--- src/hw/rtl/fbmw_pkg.sv ---
`timescale 1ns / 1ps
`default_nettype none

package fbmw_pkg;

  // Inode pointer slots
  localparam int unsigned NumSlots    = 15;
  localparam int unsigned FirstSingle = 12;
  localparam int unsigned SlotDouble  = 13;
  localparam int unsigned SlotTriple  = 14;
  localparam int unsigned SlotW       = 4;

  // Field widths
  localparam int unsigned PtrW   = 32;
  localparam int unsigned OffW   = 34;
  localparam int unsigned WordW  = 11;
  localparam int unsigned DepthW = 2;
  localparam int unsigned LbsW   = 2;

  // log2 of pointers per block is 8 + clamped block size code
  localparam int unsigned LogKBase      = 8;
  localparam int unsigned MaxLogBlockDef = 3;

  // Stream payload widths (byte aligned)
  localparam int unsigned InDataW  = 104;
  localparam int unsigned OutDataW = 80;

  typedef enum logic [1:0] {
    OP_LOAD  = 2'd0,
    OP_XLATE = 2'd1,
    OP_RESP  = 2'd2
  } op_e;

  typedef enum logic [1:0] {
    KIND_READ   = 2'd0,
    KIND_MAPPED = 2'd1,
    KIND_HOLE   = 2'd2
  } kind_e;

endpackage

`default_nettype wire

--- src/hw/rtl/file_block_map_walker.sv ---
`timescale 1ns / 1ps
`default_nettype none

// An accepted request passes through the item registers and then the output register.
// Throughput: one request per cycle unless stalled; the pointer memory is read once
// on acceptance and the walk state is updated in the following stage, so nothing
// waits between items. Reset clears the walk state, the block size register, the output
// valid and the per-slot valid bits, so every inode pointer reads as zero until loaded.
module file_block_map_walker
  import fbmw_pkg::*;
#(
  parameter int unsigned MaxLogBlock = MaxLogBlockDef
) (
  input  wire logic                clk_i,
  input  wire logic                rst_ni,
  // configuration: log_block_size
  input  wire logic                cfg_we_i,
  input  wire logic [LbsW-1:0]     cfg_wdata_i,
  // input stream
  input  wire logic                s_axis_tvalid,
  output logic                     s_axis_tready,
  // tdata: slot[3:0], pointer_value[35:4], file_block[69:36], read_word[101:70]
  input  wire logic [InDataW-1:0]  s_axis_tdata,
  // tuser: op[1:0]
  input  wire logic [1:0]          s_axis_tuser,
  // output stream
  output logic                     m_axis_tvalid,
  input  wire logic                m_axis_tready,
  // tdata: req_block[31:0], req_word[42:32], phys_block[74:43], depth_used[76:75]
  output logic [OutDataW-1:0]      m_axis_tdata,
  // tuser: kind[1:0]
  output logic [1:0]               m_axis_tuser
);

  localparam int unsigned LkW = $clog2(LogKBase + MaxLogBlock + 1);
  localparam int unsigned ShW = $clog2(3 * (LogKBase + MaxLogBlock) + 1);

  // Input field unpacking
  logic [SlotW-1:0] in_slot;
  logic [PtrW-1:0]  in_ptr;
  logic [OffW-1:0]  in_fblock;
  logic [PtrW-1:0]  in_rword;

  assign in_slot   = s_axis_tdata[3:0];
  assign in_ptr    = s_axis_tdata[35:4];
  assign in_fblock = s_axis_tdata[69:36];
  assign in_rword  = s_axis_tdata[101:70];

  // Block size register and clamped log2 of pointers per block
  logic [LbsW-1:0] lbs_q;
  logic [LkW-1:0]  lk;

  always_ff @(posedge clk_i or negedge rst_ni) begin
    if (!rst_ni) begin
      lbs_q <= '0;
    end else if (cfg_we_i) begin
      lbs_q <= cfg_wdata_i;
    end
  end

  always_comb begin
    if (int'(lbs_q) > int'(MaxLogBlock)) begin
      lk = LkW'(LogKBase + MaxLogBlock);
    end else begin
      lk = LkW'(LogKBase) + LkW'(lbs_q);
    end
  end

  // Handshake
  logic in_acc;
  logic s1_valid_q;
  logic s1_adv;
  logic out_valid_q;

  assign s1_adv        = !out_valid_q || m_axis_tready;
  assign s_axis_tready = !s1_valid_q || s1_adv;
  assign in_acc        = s_axis_tvalid && s_axis_tready;

  // Range decode of the file block: direct slot or level count and tree offset
  logic [OffW-1:0]  k_one, k_two, off_a, off_b, off_c, tri_mask;
  logic [ShW-1:0]   lk2, lk3;
  logic [DepthW-1:0] dec_levels;
  logic [OffW-1:0]  dec_off;
  logic [SlotW-1:0] rd_addr;

  always_comb begin
    lk2      = ShW'(lk) + ShW'(lk);
    lk3      = lk2 + ShW'(lk);
    k_one    = OffW'(1) << lk;
    k_two    = OffW'(1) << lk2;
    tri_mask = ~({OffW{1'b1}} << lk3);
    off_a    = in_fblock - OffW'(FirstSingle);
    off_b    = off_a - k_one;
    off_c    = (off_b - k_two) & tri_mask;
    if (in_fblock < OffW'(FirstSingle)) begin
      dec_levels = 2'd0;
      dec_off    = '0;
      rd_addr    = in_fblock[SlotW-1:0];
    end else if ((off_a >> lk) == '0) begin
      dec_levels = 2'd1;
      dec_off    = off_a;
      rd_addr    = SlotW'(FirstSingle);
    end else if ((off_b >> lk2) == '0) begin
      dec_levels = 2'd2;
      dec_off    = off_b;
      rd_addr    = SlotW'(SlotDouble);
    end else begin
      dec_levels = 2'd3;
      dec_off    = off_c;
      rd_addr    = SlotW'(SlotTriple);
    end
  end

  // Inode pointer memory, written and read on acceptance
  logic [PtrW-1:0]     ptr_mem [NumSlots];
  logic [NumSlots-1:0] ptr_vld_q;
  logic [PtrW-1:0]     rd_data_q;
  logic                rd_vld_q;

  always_ff @(posedge clk_i) begin
    if (in_acc && s_axis_tuser == OP_LOAD && in_slot < SlotW'(NumSlots)) begin
      ptr_mem[in_slot] <= in_ptr;
    end
    if (in_acc && s_axis_tuser == OP_XLATE && rd_addr < SlotW'(NumSlots)) begin
      rd_data_q <= ptr_mem[rd_addr];
    end
  end

  always_ff @(posedge clk_i or negedge rst_ni) begin
    if (!rst_ni) begin
      ptr_vld_q <= '0;
      rd_vld_q  <= 1'b0;
    end else if (in_acc) begin
      if (s_axis_tuser == OP_LOAD && in_slot < SlotW'(NumSlots)) begin
        ptr_vld_q[in_slot] <= 1'b1;
      end
      if (s_axis_tuser == OP_XLATE) begin
        rd_vld_q <= ptr_vld_q[rd_addr];
      end
    end
  end

  // Stage 1 item registers
  logic [1:0]        s1_op_q;
  logic [DepthW-1:0] s1_levels_q;
  logic [OffW-1:0]   s1_off_q;
  logic [PtrW-1:0]   s1_rword_q;

  always_ff @(posedge clk_i or negedge rst_ni) begin
    if (!rst_ni) begin
      s1_valid_q <= 1'b0;
    end else if (s_axis_tready) begin
      s1_valid_q <= s_axis_tvalid;
    end
  end

  always_ff @(posedge clk_i) begin
    if (in_acc) begin
      s1_op_q     <= s_axis_tuser;
      s1_levels_q <= dec_levels;
      s1_off_q    <= dec_off;
      s1_rword_q  <= in_rword;
    end
  end

  // Walk state
  logic              busy_q, busy_d;
  logic [DepthW-1:0] lvl_left_q, lvl_left_d;
  logic [OffW-1:0]   woff_q, woff_d;
  logic [DepthW-1:0] wdepth_q, wdepth_d;

  // Stage 1 evaluation
  logic [PtrW-1:0]   root;
  logic [OffW-1:0]   idx_off;
  logic [DepthW-1:0] idx_lvl;
  logic [ShW-1:0]    idx_sh;
  logic [OffW-1:0]   idx_full;
  logic [WordW-1:0]  idx_word;
  logic              res_vld;
  kind_e             res_kind;
  logic [PtrW-1:0]   res_rblk;
  logic [WordW-1:0]  res_rword;
  logic [PtrW-1:0]   res_phys;
  logic [DepthW-1:0] res_depth;

  assign root = rd_vld_q ? rd_data_q : '0;

  // Word index: digit of the tree offset for the given level
  always_comb begin
    priority case (idx_lvl)
      2'd3:    idx_sh = lk2;
      2'd2:    idx_sh = ShW'(lk);
      default: idx_sh = '0;
    endcase
    idx_full = (idx_off >> idx_sh) & ~({OffW{1'b1}} << lk);
    idx_word = idx_full[WordW-1:0];
  end

  always_comb begin
    busy_d     = busy_q;
    lvl_left_d = lvl_left_q;
    woff_d     = woff_q;
    wdepth_d   = wdepth_q;
    res_vld    = 1'b0;
    res_kind   = KIND_HOLE;
    res_rblk   = '0;
    res_rword  = '0;
    res_phys   = '0;
    res_depth  = '0;
    idx_off    = s1_off_q;
    idx_lvl    = s1_levels_q;
    unique case (s1_op_q)
      OP_XLATE: begin
        res_vld    = 1'b1;
        busy_d     = 1'b0;
        lvl_left_d = '0;
        wdepth_d   = s1_levels_q;
        res_depth  = s1_levels_q;
        if (s1_levels_q == '0) begin
          if (root != '0) begin
            res_kind = KIND_MAPPED;
            res_phys = root;
          end
        end else begin
          woff_d = s1_off_q;
          if (root != '0) begin
            busy_d     = 1'b1;
            lvl_left_d = s1_levels_q;
            res_kind   = KIND_READ;
            res_rblk   = root;
            res_rword  = idx_word;
          end
        end
      end
      OP_RESP: begin
        idx_off   = woff_q;
        idx_lvl   = lvl_left_q - 2'd1;
        res_depth = wdepth_q;
        if (busy_q && lvl_left_q != '0) begin
          res_vld = 1'b1;
          if (s1_rword_q == '0) begin
            busy_d     = 1'b0;
            lvl_left_d = '0;
          end else if (lvl_left_q == 2'd1) begin
            busy_d     = 1'b0;
            lvl_left_d = '0;
            res_kind   = KIND_MAPPED;
            res_phys   = s1_rword_q;
          end else begin
            lvl_left_d = lvl_left_q - 2'd1;
            res_kind   = KIND_READ;
            res_rblk   = s1_rword_q;
            res_rword  = idx_word;
          end
        end
      end
      default: begin
        // loads and unused codes leave no result
      end
    endcase
  end

  logic s1_fire;
  assign s1_fire = s1_valid_q && s1_adv;

  always_ff @(posedge clk_i or negedge rst_ni) begin
    if (!rst_ni) begin
      busy_q     <= 1'b0;
      lvl_left_q <= '0;
      woff_q     <= '0;
      wdepth_q   <= '0;
    end else if (s1_fire) begin
      busy_q     <= busy_d;
      lvl_left_q <= lvl_left_d;
      woff_q     <= woff_d;
      wdepth_q   <= wdepth_d;
    end
  end

  // Output register
  logic [OutDataW-1:0] out_data_q;
  logic [1:0]          out_kind_q;

  always_ff @(posedge clk_i or negedge rst_ni) begin
    if (!rst_ni) begin
      out_valid_q <= 1'b0;
    end else if (s1_adv) begin
      out_valid_q <= s1_valid_q && res_vld;
    end
  end

  always_ff @(posedge clk_i) begin
    if (s1_fire && res_vld) begin
      out_kind_q <= res_kind;
      out_data_q <= {3'b000, res_depth, res_phys, res_rword, res_rblk};
    end
  end

  assign m_axis_tvalid = out_valid_q;
  assign m_axis_tdata  = out_data_q;
  assign m_axis_tuser  = out_kind_q;

endmodule

`default_nettype wire
--- config.mk ---
export PLATFORM = sky130hd
export DESIGN_NAME = file_block_map_walker
export DESIGN_NICKNAME = d
export VERILOG_FILES = /design/src/hw/rtl/fbmw_pkg.sv /design/src/hw/rtl/file_block_map_walker.sv
export SDC_FILE = /design/constraint.sdc
export NUM_CORES = 1
export LEC_CHECK = 0
export BUFFER_PORTS_ARGS = -buffer_cell sky130_fd_sc_hd__buf_2
export CORE_ASPECT_RATIO = 0.6
export CORE_MARGIN = 2
export CORE_UTILIZATION = 32
export CTS_BUF_LIST = sky130_fd_sc_hd__clkbuf_2
export DETAILED_ROUTE_END_ITERATION = 8
export PLACE_DENSITY_LB_ADDON = 0.15
export SYNTH_ARGS = -nofsm -noshare
export SYNTH_HDL_FRONTEND = slang
export SYNTH_SLANG_ARGS = --single-unit
--- constraint.sdc ---
create_clock -name clk_i -period 19.1 [get_ports clk_i]
set_input_delay 5.73 -clock clk_i [delete_from_list [all_inputs] [get_ports clk_i]]
set_output_delay 5.73 -clock clk_i [all_outputs]
set_load 0.05 [all_outputs]
==> run_results.csv <==
group,metric,value,unit
grt,antenna_found_initial,19,
critical_path,reg2reg_from,"lbs_q[1]",
drt,wl_per_cell,23.6,um
power,p_leak,12.4,nW
drt,wl_met3,5840,um
sta,rsz0062_at_grt,"no",
die,die_area,99500,um^2
logic_synthesis,async_flop_share,8.19,%
grt,grt_first_pass_wirelength,132000,um
critical_path,rr_worst_depth,17,
run,maxCapViolations,0,
grt,gr-total-overflow,0,
layout,final_area,35200,um^2
drt,firstDrtPassIters,6,
grt,grt_pass1_vias,19553,
worst_hold_path,hold_start,"ptr_vld_q[8]",
die,fp.coreArea,96100,um^2
logic_synthesis,syn_inst,2135,
clock_network,cts_root_buf,"clkbuf_2",
placement,dpl.hpwl,56200,um
logic_synthesis,yosys_warnings,0,
clock_network,clk_pin_slew,100,ps
critical_path,cp_slowest_stage_delay,880,ps
clock_network,cts_sinks,720,
drt,route.layer.met1.wl,44100,um
sta,hold_viol,0,
layout,layout_common_cells,"661 x edfxtp_1, 251 x clkbuf_2, 191 x buf_2",
sta,period_share,62.9,%
clock_network,hold_buffers,0,
logic_synthesis,synth_edf_count,661,
critical_path,critical_path.top_delay_family,"simple AND/OR/NAND/NOR gates",
sta,setup_viol,0,
sta,finalMaxSlewViolations,0,
logic_synthesis,synth_seq_area_share,68.7,%
logic_synthesis,synth_area,31000,um^2
worst_hold_path,worstHoldPathType,"reg2reg",
sta,final.setup_skew,87.1,ps
drt,drt_drc_violations_left,0,
critical_path,setup.worst_path.start_class,"input pin",
drt,vias,19972,
sta,max_freq,0.0833,GHz
critical_path,crit_chain,"buf_2 > ha_1 > nor2_1 > nand2_1 > nor2_1 > xnor2_1 > inv_1 > ha_1 > o21ai_0 > a22oi_1 > nor3b_4 > nand3b_4 > nor4_4 > and4_1 > a211oi_1 > or4b_4 > or2_1 > o21ai_4 > buf_4 > a211oi_1 > nor4_1 > or3_1",
die,fp.dieH,245,um
sta,tns,0,ps
logic_synthesis,ys_types,79,
sta,slew_headroom,23.4,%
placement,portBuffers,191,
clock_network,tritoncts,"done",
sta,holdWs,481,ps
placement,gp_congestion,0.824,
worst_hold_path,hold-path-cell-count,1,
die,io_pins,197,
layout,layout_commonest_cell,"edfxtp_1",
layout,syn2layout_area_growth,13.4,%
sta,finalCriticalPeriod,12010,ps
critical_path,path_buf_inv,3,
logic_synthesis,ys_seq_elements,720,
grt,grt_use_total,18.2,%
drt,routed.top_layer,"met5",
clock_network,clk_latency,1370,ps
clock_network,cts_resized,0,
drt,ant_nets,0,
clock_network,htreeDepth,4,
power,power,0.00317,W
critical_path,endpoint_kind,"flip-flop",
logic_synthesis,synthFlopType,"edfxtp_1",
die,start_util,32.3,%
layout,multi_input_area,9200,um^2
power,powerDensity,90.1,nW/um^2
power,ir_drop,0.0482,mV
clock_network,cts_buffer_depth,3,
critical_path,arrival,13170,ps
worst_hold_path,min_to,"ptr_vld_q[8]",
layout,drive_gt1_share,25.2,%
critical_path,r2r_slack,11120,ps
grt,grt_max_degree,78,
die,rows,88,
layout,nFillCells,9274,
drt,wl_met2,39600,um
critical_path,critical_path_class,"in2reg",
critical_path,cp.required,20260,ps
drt,via_per_inst,5.17,
sta,worst_pin_slew,1150,ps
drt,initialDrtViolationCount,1531,
critical_path,path_max_fanout,71,
clock_network,cts_buffers,171,
placement,place_area,33500,um^2
die,die_x,406,um
layout,nets,2539,
drt,routed_wirelength,91100,um
layout,seqCellArea,21300,um^2
logic_synthesis,syn_avg_cell_area,14.5,um^2
clock_network,post_cts_buffers,0,
status,outcome,"completed",
critical_path,crit_slowest_cell,"buf_4",
critical_path,timing.rr.end,"rd_data_q[11]",
-- Yosys cell counts, types with 15 or more instances --
master	count	area, um^2
mux2i_1	117	1170
inv_1	18	67.6
and2_1	105	657
xnor2_1	26	228
nor2_1	155	582
o21ai_0	65	325
a21oi_1	72	360
mux4_2	32	721
nand2_1	76	285
xor2_1	17	149
or3_1	48	300
or2_2	22	138
clkbuf_1	89	334
a22oi_1	67	503
nor4_1	57	357
nand3_1	15	75.1
nand4_1	15	93.8
o22ai_1	36	225
mux2_2	36	405
a221oi_1	34	298
dfrtp_1	59	1480
nor3_1	32	160
edfxtp_1	661	19800
a211oi_1	110	826
-- per-layer routing --
layer	vias to the layer above	GRT usage, %
met2	663	26.4
met4	14	5.12
met3	142	4.48
li1	9086	-
met1	10067	26.7
met5	-	0
-- stage by stage --
stage / utilization (%) / setup WS (ps) / std cells
after floorplan: - / 7150 / 2138
after global placement: 34.9 / 5870 / 3545
after detailed placement: 34.9 / 5710 / 3545
after CTS: 36.6 / 7090 / 3857
after global routing: 36.6 / 6680 / 3860
final: 36.6 / 7090 / 3864
-- state kept, by name, summed over array words and instances (netlist names), 15 cells and up --
name and flops:
woff_q 34, s1_rword_q 32, rd_data_q 32, s1_off_q 34, m_axis_tdata 77, ptr_vld_q 15, ptr_mem 480
-- layout make-up --
class	instances	area share, %
Clock inverter	61	1.08
Tap cell	1305	4.64
Timing Repair Buffer	235	3.66
Multi-Input combinational cell	1265	26.2
Clock buffer	251	3.57
Antenna cell	7	0.0498
Inverter	20	0.213
Sequential cell	720	60.6
-- worst max path at each step --
stage                           startpoint       endpoint  depth (start not counted)
after floorplan              m_axis_tready  s_axis_tready                          1
after global placement    s_axis_tdata[38]  rd_data_q[11]                         22
after detailed placement  s_axis_tdata[38]  rd_data_q[13]                         22
after CTS                    m_axis_tready  s_axis_tready                          3
after global routing      s_axis_tdata[38]  rd_data_q[11]                         22
final                     s_axis_tdata[38]  rd_data_q[11]                         22
-- where the power goes --
part	internal [W]	switching, W
logic	0.000114	0.000192
registers	0.00178	0.0000377
clock network	0.000421	0.000624
total	0.00231	0.000854
-- cell families after synthesis --
logic type | count (synthesis) | share of synthesized area, %
flops | 720 | 68.7
xor+xnor | 43 | 1.21
other cells | 1 | 0.0121
buf+inv | 153 | 2.26
compound gates | 445 | 9.90
fa+ha+maj | 13 | 0.524
mux | 185 | 7.40
simple gates | 575 | 9.96
Note: power is estimated with default switching activity, not from simulation.
